`src/hdl/dig_pkg.sv`:
```
// shared types, codes and constants of the disk image geometry and sector map
package dig_pkg;

    localparam int DRIVES     = 3;
    localparam int MAXRES     = 6;
    localparam int DIDX_W     = (DRIVES > 1) ? $clog2(DRIVES) : 1;
    localparam int SLOTS      = 2 * DRIVES;
    localparam int SLOT_W     = (SLOTS > 1) ? $clog2(SLOTS) : 1;
    localparam int RES_W      = $clog2(MAXRES + 1);

    localparam int DIVIDEND_W = 16;
    localparam int DIVISOR_W  = 8;
    localparam int DIV_CNT_W  = $clog2(DIVIDEND_W + 1);

    // command codes
    localparam logic CMD_MOUNT  = 1'b0;
    localparam logic CMD_ACCESS = 1'b1;

    // image kinds
    localparam logic [2:0] IMG_NONE   = 3'd0;
    localparam logic [2:0] IMG_RAW_RW = 3'd1;
    localparam logic [2:0] IMG_RAW_RO = 3'd2;
    localparam logic [2:0] IMG_DSK_RW = 3'd3;
    localparam logic [2:0] IMG_DSK_RO = 3'd4;

    // result kinds
    localparam logic [1:0] KIND_MOUNT = 2'd0;
    localparam logic [1:0] KIND_WRITE = 2'd1;
    localparam logic [1:0] KIND_READ  = 2'd2;

    // mount outcomes
    localparam logic [1:0] ST_HEADER = 2'd0;
    localparam logic [1:0] ST_GUESS  = 2'd1;
    localparam logic [1:0] ST_REJECT = 2'd2;
    localparam logic [1:0] ST_EMPTY  = 2'd3;

    // shape byte layout
    localparam logic [7:0] SHAPE_DS   = 8'h80;
    localparam logic [7:0] SHAPE_DD   = 8'h40;
    localparam logic [7:0] SHAPE_SPT  = 8'h3f;
    localparam logic [7:0] SPT_DD_BIT = 8'h10;
    localparam logic [7:0] TRK_DS_BIT = 8'h40;

    // header limits
    localparam logic [7:0] SPT_LIMIT    = 8'd32;
    localparam logic [7:0] TRACK_LIMIT  = 8'd64;
    localparam logic [7:0] SPT_DD_MIN   = 8'd16;
    localparam logic [7:0] SIDES_DOUBLE = 8'd2;
    localparam logic [7:0] DENS_DOUBLE  = 8'd2;
    localparam logic [7:0] DENS_UNKNOWN = 8'd0;
    localparam logic [7:0] SIDES_UNKNOWN = 8'd0;

    // known raw image sizes
    localparam logic [23:0] SIZE_SSSD = 24'(9 * 40 * 256);
    localparam logic [23:0] SIZE_DSSD = 24'(9 * 40 * 2 * 256);
    localparam logic [23:0] SIZE_DSDD = 24'(9 * 40 * 4 * 256);
    localparam logic [7:0]  GUESS_SPT_SD  = 8'd9;
    localparam logic [7:0]  GUESS_SPT_DD  = 8'd18;
    localparam logic [7:0]  GUESS_TRK_40  = 8'd40;
    localparam logic [7:0]  GUESS_TRK_80  = 8'd80;

    typedef struct packed {
        logic                  done;
        logic [DIVIDEND_W-1:0] quotient;
        logic [DIVISOR_W-1:0]  remainder;
    } div_result_t;

endpackage

```
`src/hdl/dig_div.sv`:
```
// serial restoring divider, one quotient bit per cycle
module dig_div
    import dig_pkg::*;
(
    input  logic                  clk,
    input  logic                  rst_n,
    input  logic                  start,
    input  logic [DIVIDEND_W-1:0] dividend,
    input  logic [DIVISOR_W-1:0]  divisor,
    output div_result_t           result
);

    logic [DIV_CNT_W-1:0]  cnt_reg;
    logic [DIVISOR_W-1:0]  rem_reg;
    logic [DIVIDEND_W-1:0] quo_reg;
    logic [DIVISOR_W-1:0]  dsr_reg;
    logic                  done_reg;

    logic [DIVISOR_W:0]    trial;
    logic [DIVISOR_W:0]    diff;
    logic                  ge;

    always_comb
    begin
        trial = {rem_reg, quo_reg[DIVIDEND_W-1]};
        diff  = trial - {1'b0, dsr_reg};
        ge    = trial >= {1'b0, dsr_reg};
    end

    always_ff @(posedge clk or negedge rst_n)
    begin
        if (!rst_n)
        begin
            cnt_reg  <= '0;
            done_reg <= 1'b0;
        end
        else
        begin
            done_reg <= 1'b0;
            if (start)
            begin
                cnt_reg <= DIV_CNT_W'(DIVIDEND_W);
            end
            else if (cnt_reg != '0)
            begin
                cnt_reg <= cnt_reg - 1'b1;
                if (cnt_reg == DIV_CNT_W'(1))
                begin
                    done_reg <= 1'b1;
                end
            end
        end
    end

    // datapath, no reset needed
    always_ff @(posedge clk)
    begin
        if (start)
        begin
            rem_reg <= '0;
            quo_reg <= dividend;
            dsr_reg <= divisor;
        end
        else if (cnt_reg != '0)
        begin
            rem_reg <= ge ? diff[DIVISOR_W-1:0] : trial[DIVISOR_W-1:0];
            quo_reg <= {quo_reg[DIVIDEND_W-2:0], ge};
        end
    end

    assign result.done      = done_reg;
    assign result.quotient  = quo_reg;
    assign result.remainder = rem_reg;

endmodule

```
`src/hdl/disk_image_geometry_and_sector_map.sv`:
```
// disk image geometry table and sector map, top level with sequencer
// mount: busy through the 16-step serial divider (sector count by sectors per track) and
//   the table update, one result as busy falls; for drive >= DRIVES neither busy nor result
// access: after the plan state the slot walk goes one slot a cycle over write and read
//   slots of each drive, a result for each planned slot and none if no slot is planned
// results cannot be stalled; a new item may start during the final result transfer
// rst_n clears the geometry table, mounted and write-protect bits and the sequencer
module disk_image_geometry_and_sector_map
    import dig_pkg::*;
(
    input  logic        clk,
    input  logic        rst_n,
    input  logic        start,
    output logic        busy,
    input  logic        command,
    input  logic [1:0]  drive,
    input  logic [2:0]  image_kind,
    input  logic [15:0] total_sectors,
    input  logic [7:0]  header_sectors_per_track,
    input  logic [7:0]  header_tracks,
    input  logic [7:0]  header_sides,
    input  logic [7:0]  header_density,
    input  logic [23:0] image_size,
    input  logic [6:0]  request_mask,
    input  logic [7:0]  track_head,
    input  logic [7:0]  sector,
    output logic        result_strobe,
    output logic [1:0]  kind,
    output logic [1:0]  mount_status,
    output logic [1:0]  drive_out,
    output logic [7:0]  shape,
    output logic [7:0]  track_count,
    output logic [23:0] byte_offset,
    output logic        last
);

    typedef enum logic [2:0] {
        S_IDLE,
        S_DIV,
        S_MOUNT,
        S_PLAN,
        S_SLOT
    } state_t;

    state_t state_reg;

    // geometry table, one entry per drive
    logic [7:0]        shape_reg   [DRIVES];
    logic [7:0]        tracks_reg  [DRIVES];
    logic [DRIVES-1:0] mounted_reg;
    logic [DRIVES-1:0] wp_reg;

    // latched item fields
    logic [1:0]  drive_reg;
    logic [2:0]  img_reg;
    logic [15:0] nsec_reg;
    logic [7:0]  spt_reg;
    logic [7:0]  htr_reg;
    logic [7:0]  sides_reg;
    logic [7:0]  dens_reg;
    logic [23:0] size_reg;
    logic [6:0]  mask_reg;
    logic [7:0]  ts_reg;
    logic [7:0]  sec_reg;

    // access sequencing
    logic [SLOTS-1:0]  pending_reg;
    logic [SLOT_W-1:0] slot_reg;
    logic [RES_W-1:0]  cnt_reg;

    // result registers
    logic        strobe_reg;
    logic [1:0]  kind_reg;
    logic [1:0]  status_reg;
    logic [1:0]  drv_out_reg;
    logic [7:0]  shape_out_reg;
    logic [7:0]  tracks_out_reg;
    logic [23:0] offset_reg;
    logic        last_reg;

    logic        accept;
    div_result_t div_res;

    assign accept = start && !busy;
    assign busy   = (state_reg != S_IDLE);

    // shared divider: track count from sector total, remainder for the header check
    dig_div u_div
    (
        .clk      (clk),
        .rst_n    (rst_n),
        .start    (accept && (command == CMD_MOUNT)),
        .dividend (total_sectors),
        .divisor  (header_sectors_per_track),
        .result   (div_res)
    );

    // ---------------- mount decode ----------------
    logic [15:0] hdr_prod;
    logic [16:0] hdr_total;
    logic        img_empty;
    logic        img_dsk;
    logic        hdr_ok;
    logic [7:0]  m_sectors;
    logic [7:0]  m_tracks;
    logic [1:0]  m_status;
    logic        m_ok;
    logic [7:0]  m_shape;
    logic [7:0]  m_trk;
    logic        m_wp;
    logic [DIDX_W-1:0] m_idx;

    always_comb
    begin
        hdr_prod  = spt_reg * htr_reg;
        hdr_total = (sides_reg == SIDES_DOUBLE) ? {hdr_prod, 1'b0} : {1'b0, hdr_prod};
        img_empty = !(img_reg inside {IMG_RAW_RW, IMG_RAW_RO, IMG_DSK_RW, IMG_DSK_RO});
        img_dsk   = img_reg inside {IMG_DSK_RW, IMG_DSK_RO};
        hdr_ok    = img_dsk && (spt_reg != 8'd0) && (spt_reg < SPT_LIMIT)
                    && (htr_reg < TRACK_LIMIT) && (sides_reg <= SIDES_DOUBLE)
                    && (dens_reg <= DENS_DOUBLE) && (div_res.remainder == '0)
                    && ((htr_reg == 8'd0) || (hdr_total == {1'b0, nsec_reg}))
                    && (size_reg >= {nsec_reg, 8'h00});

        m_sectors = 8'd0;
        m_tracks  = 8'd0;
        if (img_empty)
        begin
            m_status = ST_EMPTY;
        end
        else if (hdr_ok)
        begin
            m_status  = ST_HEADER;
            m_sectors = spt_reg;
            m_tracks  = htr_reg;
            if (htr_reg == 8'd0)
            begin
                // track count implied by the sector total
                m_tracks = div_res.quotient[7:0];
                if ((sides_reg == SIDES_DOUBLE)
                    || ((sides_reg == SIDES_UNKNOWN) && (m_tracks >= TRACK_LIMIT)))
                begin
                    m_sectors = m_sectors | SHAPE_DS;
                end
            end
            else if (sides_reg == SIDES_DOUBLE)
            begin
                m_tracks  = {htr_reg[6:0], 1'b0};
                m_sectors = m_sectors | SHAPE_DS;
            end
            if ((dens_reg == DENS_DOUBLE)
                || ((dens_reg == DENS_UNKNOWN) && (spt_reg >= SPT_DD_MIN)))
            begin
                m_sectors = m_sectors | SHAPE_DD;
            end
        end
        else
        begin
            // no usable header: guess from the image size
            m_tracks = GUESS_TRK_40;
            if (size_reg == SIZE_SSSD)
            begin
                m_sectors = GUESS_SPT_SD;
            end
            else if (size_reg == SIZE_DSSD)
            begin
                m_sectors = GUESS_SPT_DD;
            end
            else if (size_reg == SIZE_DSDD)
            begin
                m_sectors = GUESS_SPT_DD;
                m_tracks  = GUESS_TRK_80;
            end
            m_status = (m_sectors != 8'd0) ? ST_GUESS : ST_REJECT;
        end

        m_ok = (m_status == ST_HEADER) || (m_status == ST_GUESS);
        if (m_ok)
        begin
            m_shape = m_sectors;
            if ((m_sectors & SPT_DD_BIT) != 8'd0)
            begin
                m_shape = m_shape | SHAPE_DD;
            end
            if ((m_tracks & TRK_DS_BIT) != 8'd0)
            begin
                m_shape = m_shape | SHAPE_DS;
            end
            m_trk = m_tracks;
        end
        else
        begin
            m_shape = 8'd0;
            m_trk   = 8'd0;
        end
        m_wp  = m_ok && (img_reg inside {IMG_RAW_RO, IMG_DSK_RO});
        m_idx = DIDX_W'(drive_reg);
    end

    // ---------------- access plan ----------------
    // bit 2d is the write slot of drive d, bit 2d+1 its read slot
    logic [SLOTS-1:0] plan;

    always_comb
    begin
        logic [7:0] p_trk;
        logic [6:0] p_wr;
        logic [6:0] p_rd;
        logic       p_fit;
        for (int d = 0; d < DRIVES; d++)
        begin
            p_trk = shape_reg[d][7] ? ts_reg : {1'b0, ts_reg[7:1]};
            p_wr  = mask_reg >> d;
            p_rd  = mask_reg >> (d + 4);
            p_fit = mounted_reg[d] && (p_trk < tracks_reg[d])
                    && (sec_reg < (shape_reg[d] & SHAPE_SPT));
            plan[2*d]     = p_wr[0] && p_fit && !wp_reg[d];
            plan[2*d + 1] = p_rd[0] && p_fit;
        end
    end

    // ---------------- slot walk ----------------
    logic [DIDX_W-1:0] s_idx;
    logic [7:0]        s_shape;
    logic [7:0]        s_trk;
    logic [13:0]       s_prod;
    logic [14:0]       s_sum;
    logic              s_emit;
    logic [SLOTS-1:0]  pending_next;
    logic              s_final;

    always_comb
    begin
        s_idx        = DIDX_W'(slot_reg >> 1);
        s_shape      = shape_reg[s_idx];
        s_trk        = s_shape[7] ? ts_reg : {1'b0, ts_reg[7:1]};
        s_prod       = s_trk * s_shape[5:0];
        s_sum        = {1'b0, s_prod} + {7'd0, sec_reg};
        s_emit       = pending_reg[slot_reg];
        pending_next = pending_reg & ~(SLOTS'(1) << slot_reg);
        // this slot ends the item if nothing is left or the result cap is hit
        s_final      = (pending_next == '0)
                       || (s_emit && (cnt_reg == RES_W'(MAXRES - 1)));
    end

    // ---------------- sequencer ----------------
    always_ff @(posedge clk or negedge rst_n)
    begin
        if (!rst_n)
        begin
            state_reg   <= S_IDLE;
            mounted_reg <= '0;
            wp_reg      <= '0;
            pending_reg <= '0;
            slot_reg    <= '0;
            cnt_reg     <= '0;
            strobe_reg  <= 1'b0;
            for (int d = 0; d < DRIVES; d++)
            begin
                shape_reg[d]  <= 8'd0;
                tracks_reg[d] <= 8'd0;
            end
        end
        else
        begin
            strobe_reg <= 1'b0;
            case (state_reg)
                S_IDLE:
                begin
                    if (accept)
                    begin
                        if (command == CMD_ACCESS)
                        begin
                            state_reg <= S_PLAN;
                        end
                        else if ({1'b0, drive} < 3'(DRIVES))
                        begin
                            state_reg <= S_DIV;
                        end
                    end
                end
                S_DIV:
                begin
                    if (div_res.done)
                    begin
                        state_reg <= S_MOUNT;
                    end
                end
                S_MOUNT:
                begin
                    shape_reg[m_idx]   <= m_shape;
                    tracks_reg[m_idx]  <= m_trk;
                    mounted_reg[m_idx] <= m_ok;
                    wp_reg[m_idx]      <= m_wp;
                    strobe_reg         <= 1'b1;
                    kind_reg           <= KIND_MOUNT;
                    status_reg         <= m_status;
                    drv_out_reg        <= drive_reg;
                    shape_out_reg      <= m_shape;
                    tracks_out_reg     <= m_trk;
                    offset_reg         <= 24'd0;
                    last_reg           <= 1'b1;
                    state_reg          <= S_IDLE;
                end
                S_PLAN:
                begin
                    pending_reg <= plan;
                    slot_reg    <= '0;
                    cnt_reg     <= '0;
                    state_reg   <= (plan == '0) ? S_IDLE : S_SLOT;
                end
                S_SLOT:
                begin
                    pending_reg <= pending_next;
                    slot_reg    <= slot_reg + 1'b1;
                    if (s_emit)
                    begin
                        cnt_reg        <= cnt_reg + 1'b1;
                        strobe_reg     <= 1'b1;
                        kind_reg       <= slot_reg[0] ? KIND_READ : KIND_WRITE;
                        status_reg     <= ST_HEADER;
                        drv_out_reg    <= 2'(s_idx);
                        shape_out_reg  <= s_shape;
                        tracks_out_reg <= tracks_reg[s_idx];
                        offset_reg     <= {1'b0, s_sum, 8'h00};
                        last_reg       <= s_final;
                    end
                    if (s_final)
                    begin
                        state_reg <= S_IDLE;
                    end
                end
                default:
                begin
                    state_reg <= S_IDLE;
                end
            endcase
        end
    end

    // item fields, captured on the start transfer
    always_ff @(posedge clk)
    begin
        if (accept)
        begin
            drive_reg <= drive;
            img_reg   <= image_kind;
            nsec_reg  <= total_sectors;
            spt_reg   <= header_sectors_per_track;
            htr_reg   <= header_tracks;
            sides_reg <= header_sides;
            dens_reg  <= header_density;
            size_reg  <= image_size;
            mask_reg  <= request_mask;
            ts_reg    <= track_head;
            sec_reg   <= sector;
        end
    end

    assign result_strobe = strobe_reg;
    assign kind          = kind_reg;
    assign mount_status  = status_reg;
    assign drive_out     = drv_out_reg;
    assign shape         = shape_out_reg;
    assign track_count   = tracks_out_reg;
    assign byte_offset   = offset_reg;
    assign last          = last_reg;

    // ---------------- assertions ----------------
    // a mount gives exactly one result, so it is always the final one
    a_mount_last: assert property (@(posedge clk) disable iff (!rst_n)
        result_strobe && (kind == KIND_MOUNT) |-> last)
        else $error("mount result without last");

    // the next item cannot produce a result right after a final one
    a_gap_after_last: assert property (@(posedge clk) disable iff (!rst_n)
        result_strobe && last |=> !result_strobe)
        else $error("result right after final result");

    // more results of this item are due, so no new item may start
    a_busy_mid_item: assert property (@(posedge clk) disable iff (!rst_n)
        result_strobe && !last |-> busy)
        else $error("idle while results remain");

    // writes never go to a write-protected drive
    a_no_protected_write: assert property (@(posedge clk) disable iff (!rst_n)
        result_strobe && (kind == KIND_WRITE) |-> !wp_reg[DIDX_W'(drive_out)])
        else $error("write result for protected drive");

endmodule
```
`config.mk`:
```
export PLATFORM = sky130hd
export DESIGN_NAME = disk_image_geometry_and_sector_map
export DESIGN_NICKNAME = d
export VERILOG_FILES = /design/src/hdl/dig_pkg.sv /design/src/hdl/dig_div.sv /design/src/hdl/disk_image_geometry_and_sector_map.sv
export SDC_FILE = /design/constraint.sdc
export NUM_CORES = 1
export LEC_CHECK = 0
export ABC_AREA = 1
export BUFFER_PORTS_ARGS = -buffer_cell sky130_fd_sc_hd__buf_2
export CORE_UTILIZATION = 61
export DETAILED_ROUTE_END_ITERATION = 7
export PLACE_DENSITY = 0.82
export SLEW_MARGIN = 20
export SYNTH_ARGS = -nofsm -noshare
export SYNTH_HDL_FRONTEND = slang
export SYNTH_SLANG_ARGS = --single-unit
```
`constraint.sdc`:
```
create_clock -name clk -period 7.45 [get_ports clk]
set_clock_uncertainty 0.1 [all_clocks]
set_input_delay 0.745 -clock clk [delete_from_list [all_inputs] [get_ports clk]]
set_output_delay 0.745 -clock clk [all_outputs]
set_load 0.01 [all_outputs]
```
==> summary.md <==
| Metric | Value |
|---|---|
| Worst r2r path cells | 22 |
| Mux share of post-synthesis cell area | 0% |
| Dpl cell area | between 15000 and 20000 um2 |
| Maxcap violations | 0 |
| Crit. path cell count | 22 |
| CTS tree | yes |
| Worst setup SP type | register |
| Setup ws final | between 1 and 1.5 ns |
| Largest net degree at the start of global routing | 63 |
| Via Count | about 14000 |
| Period minus WS final | approximately 6.3 ns |
| Crit path capture type | register |
| Final instance area | around 18000 um2 |
| Synth area leader | edfxtp_1 |
| Maximum VDD drop | around 0.3 mV |
| Max reg flops | 32 |
| Crit-path slowest cell | fa_1 |
| WP buf/inv | 6 |
| Tot Pwr | roughly 6.8 mW |
| Met2 Resource Use GR | approximately 51% |
| DPL Wire Length | around 30000 um |
| Met1 usage | about 36% |
| Hold path depth | 1 |
| First-pass GRT wire length | about 66000 um |
| Die W | ~170 um |
| Cells along the critical path | nor2_1, inv_1, o21ai_0, buf_4, o21ai_0, inv_1, nand2_1, fa_1, inv_1, fa_1, fa_1, fa_1, ha_1, inv_1, nor2_1, nor2_1, o21ai_0, inv_1, o21a_1, o21ai_0, o21ai_0, a21oi_1 |
| Mean Syn Cell Area | between 8 and 9 um2 |
| PortBufs | about 140 |
| Initial antenna violation count | 0 |
| Ports | 153 |
| Headroom to the max-slew limit | between 30% and 40% |
| Top cells by area, synth | edfxtp_1, dfrtp_1, ha_1, nand2_1, fa_1 |
| Drt wl/cell | ~16 um |
| Placer Congestion | 0.917 |
| Diode count | 0 |
| CTS root buf | clkbuf_16 |
| Post-synth EDFFs | 161 |
| Area grow syn2layout | 11.3% |
| Worst Path Required | between 7 and 8 ns |
| Sequential fraction of the synthesis area | 41.6% |
| Worst skew pair latency | between 0.5 and 0.6 ns |
| GRT Total Usage | between 20% and 30% |
| Simple logic cell fraction of the synthesized area | 19.1% |
| Remaining Overflow, GRT | 0 |
| Post-CTS resize count | 0 |
| Async set or reset register ratio after synthesis | 31.0% |
| Die height | between 150 and 200 um |
| Post-synthesis compound-gate area fraction | between 10% and 20% |
| Setup violators final | 0 |
| Clock-pin slew on the worst setup and hold paths | approximately 0.060 ns |
| Die Footprint | ~28000 um2 |
| Area share of xor/xnor cells in the synthesized design | less than 1% |
| WS Path Type | register to register |
| PwrDens | about 370 nW/um2 |
| Flop-to-flop setup slack | 1.19 ns |
| Synthesized area | between 15000 and 20000 um2 |
| Final max-slew violation count | 0 |
| Final Net Count | 2377 |
| Synthesized instance count | between 1500 and 2000 |
| CP max FO | 13 |
| WP data arrival | around 6.6 ns |
| DR pass1 iterations | 6 |
| Met3 usage | 4.13% |
| Syn. warnings | 0 |
| Main combinational cell family by area after synthesis | simple AND/OR/NAND/NOR gates |
| Detailed Route Iter0 Violations | roughly 1200 |
| Starting Density | between 60% and 70% |
| Prevailing post-synth register cell | edfxtp_1 |
| HP Class | primary input to register |
| Vias/cell | 5.66 |
| Distinct cells, synth | 58 |
| WHS | around 0.25 ns |
| Maximum buffer depth of the clock tree | 3 |
| Setup WS pre-CTS | around 1.4 ns |
| Setup Total Neg Slack | 0 ns |
| Max frequency | around 160 MHz |
| Adder-cell share of the synthesized area | between 10% and 20% |
| CP peak stage delay | approximately 0.57 ns |
| CTS sink cnt | 245 |
| Lkg Pwr | around 9.2 nW |
| Share of layout cells above drive strength 1 | a little over a tenth |
| Busiest layer in global routing | met2 |
| H-tree depth | 1 |
| Vias in the first global route | 13600 |
| Worst-Margin Slew | 1.03 ns |
| Final worst path period share | 84.0% |
| Critical path's top delay family | adder cells |
| Unrepaired setup endpoints after global routing | no |
| Final Hold Vio Count | 0 |
| Site row count | 60 |
| Post-DRT Antenna Nets | 0 |
| CTS buffer count | 28 |
| Core area | approximately 27000 um2 |
| Run status | finished clean |
| Post-route DRC | 0 |
| Top cell type's share of synthesized area | ~29% |
| Synth Register Bits | roughly 250 |
| Post-Route WL | ~40000 um |
-- final timing paths --
| kind | to | from |
|---|---|---|
| min in group asynchronous | pending_reg[1]$_DFFE_PN0P_ | rst_n |
| worst min-delay path | mask_reg[0]$_DFFE_PP_ | request_mask[0] |
| worst max register to register | byte_offset[20]$_SDFFCE_PN0P_ | slot_reg[1]$_DFFE_PN0P_ |
| worst min register to register | tracks_reg[20]$_DFFE_PN0P_ | tracks_reg[20]$_DFFE_PN0P_ |
| max in group asynchronous | shape_reg[16]$_DFFE_PN0P_ | rst_n |
| worst max-delay path | byte_offset[20]$_SDFFCE_PN0P_ | slot_reg[1]$_DFFE_PN0P_ |
-- final cells by class --
class,instances,area [um2]
well taps,341,427
inverters,349,1310
clock inverters,14,98.8
clock buffers,38,748
multi-input cells,1282,8150
repair buffers,158,836
fillers,2081,8340
flip-flops and latches,245,6900
-- layer usage --
| layer | wire length (um) | vias to the layer above | share of wire, % |
|---|---|---|---|
| met5 | 0 | - | 0 |
| li1 | - | 6551 | - |
| met2 | 19300 | 591 | 49 |
| met4 | 1980 | 0 | 5.0 |
| met1 | 15700 | 6461 | 39 |
| met3 | 2840 | 134 | 7.1 |
-- synth_stat cells, types with 8 or more instances --
cell	instances
dfrtp_1	76
o211ai_1	10
ha_1	142
o21ai_0	111
o21a_1	12
nand3_1	94
nor3_1	19
o22ai_1	11
clkbuf_1	44
buf_4	10
o21ai_1	17
fa_1	67
nor4_1	11
dfxtp_1	8
a21oi_1	110
nand4_1	24
inv_1	344
edfxtp_1	161
nand2_1	433
nor2_1	138
-- where the power goes --
part           switching, mW  internal [mW]  total, mW
logic                   2.23           1.33       3.55
clock network          0.554          0.709       1.26
registers              0.225           1.80       2.02
total                   3.00           3.83       6.84
-- layout by cell type (no fill, tap or decap), types with 76 or more instances in the layout --
master / synthesis / layout
nand2_1: 433 / 432
nand3_1: 94 / 94
inv_1: 344 / 344
dfrtp_1: 76 / 76
nor2_1: 138 / 137
ha_1: 142 / 142
o21ai_0: 111 / 111
buf_2: 3 / 141
a21oi_1: 110 / 110
edfxtp_1: 161 / 161
-- cell families after synthesis --
family	count (synthesis)
AND/OR/NAND/NOR	748
buffers and inverters	412
AO/OA/AOI/OAI	306
flip-flops	245
adder cells (fa/ha/maj)	209
XOR/XNOR	10
other	1
-- metrics by stage --
stage	cells	utilization, %
after floorplan	1939	-
after global placement	2374	65.7
after detailed placement	2374	65.7
after CTS	2427	68.9
after global routing	2427	68.9
final	2427	68.9
-- timing repair --
action                                 in CTS  in global routing
endpoints found under the hold margin      15                  0
buffers inserted                            0                  0
hold buffers                                1                  0
Power figures use the tool's default switching activity.
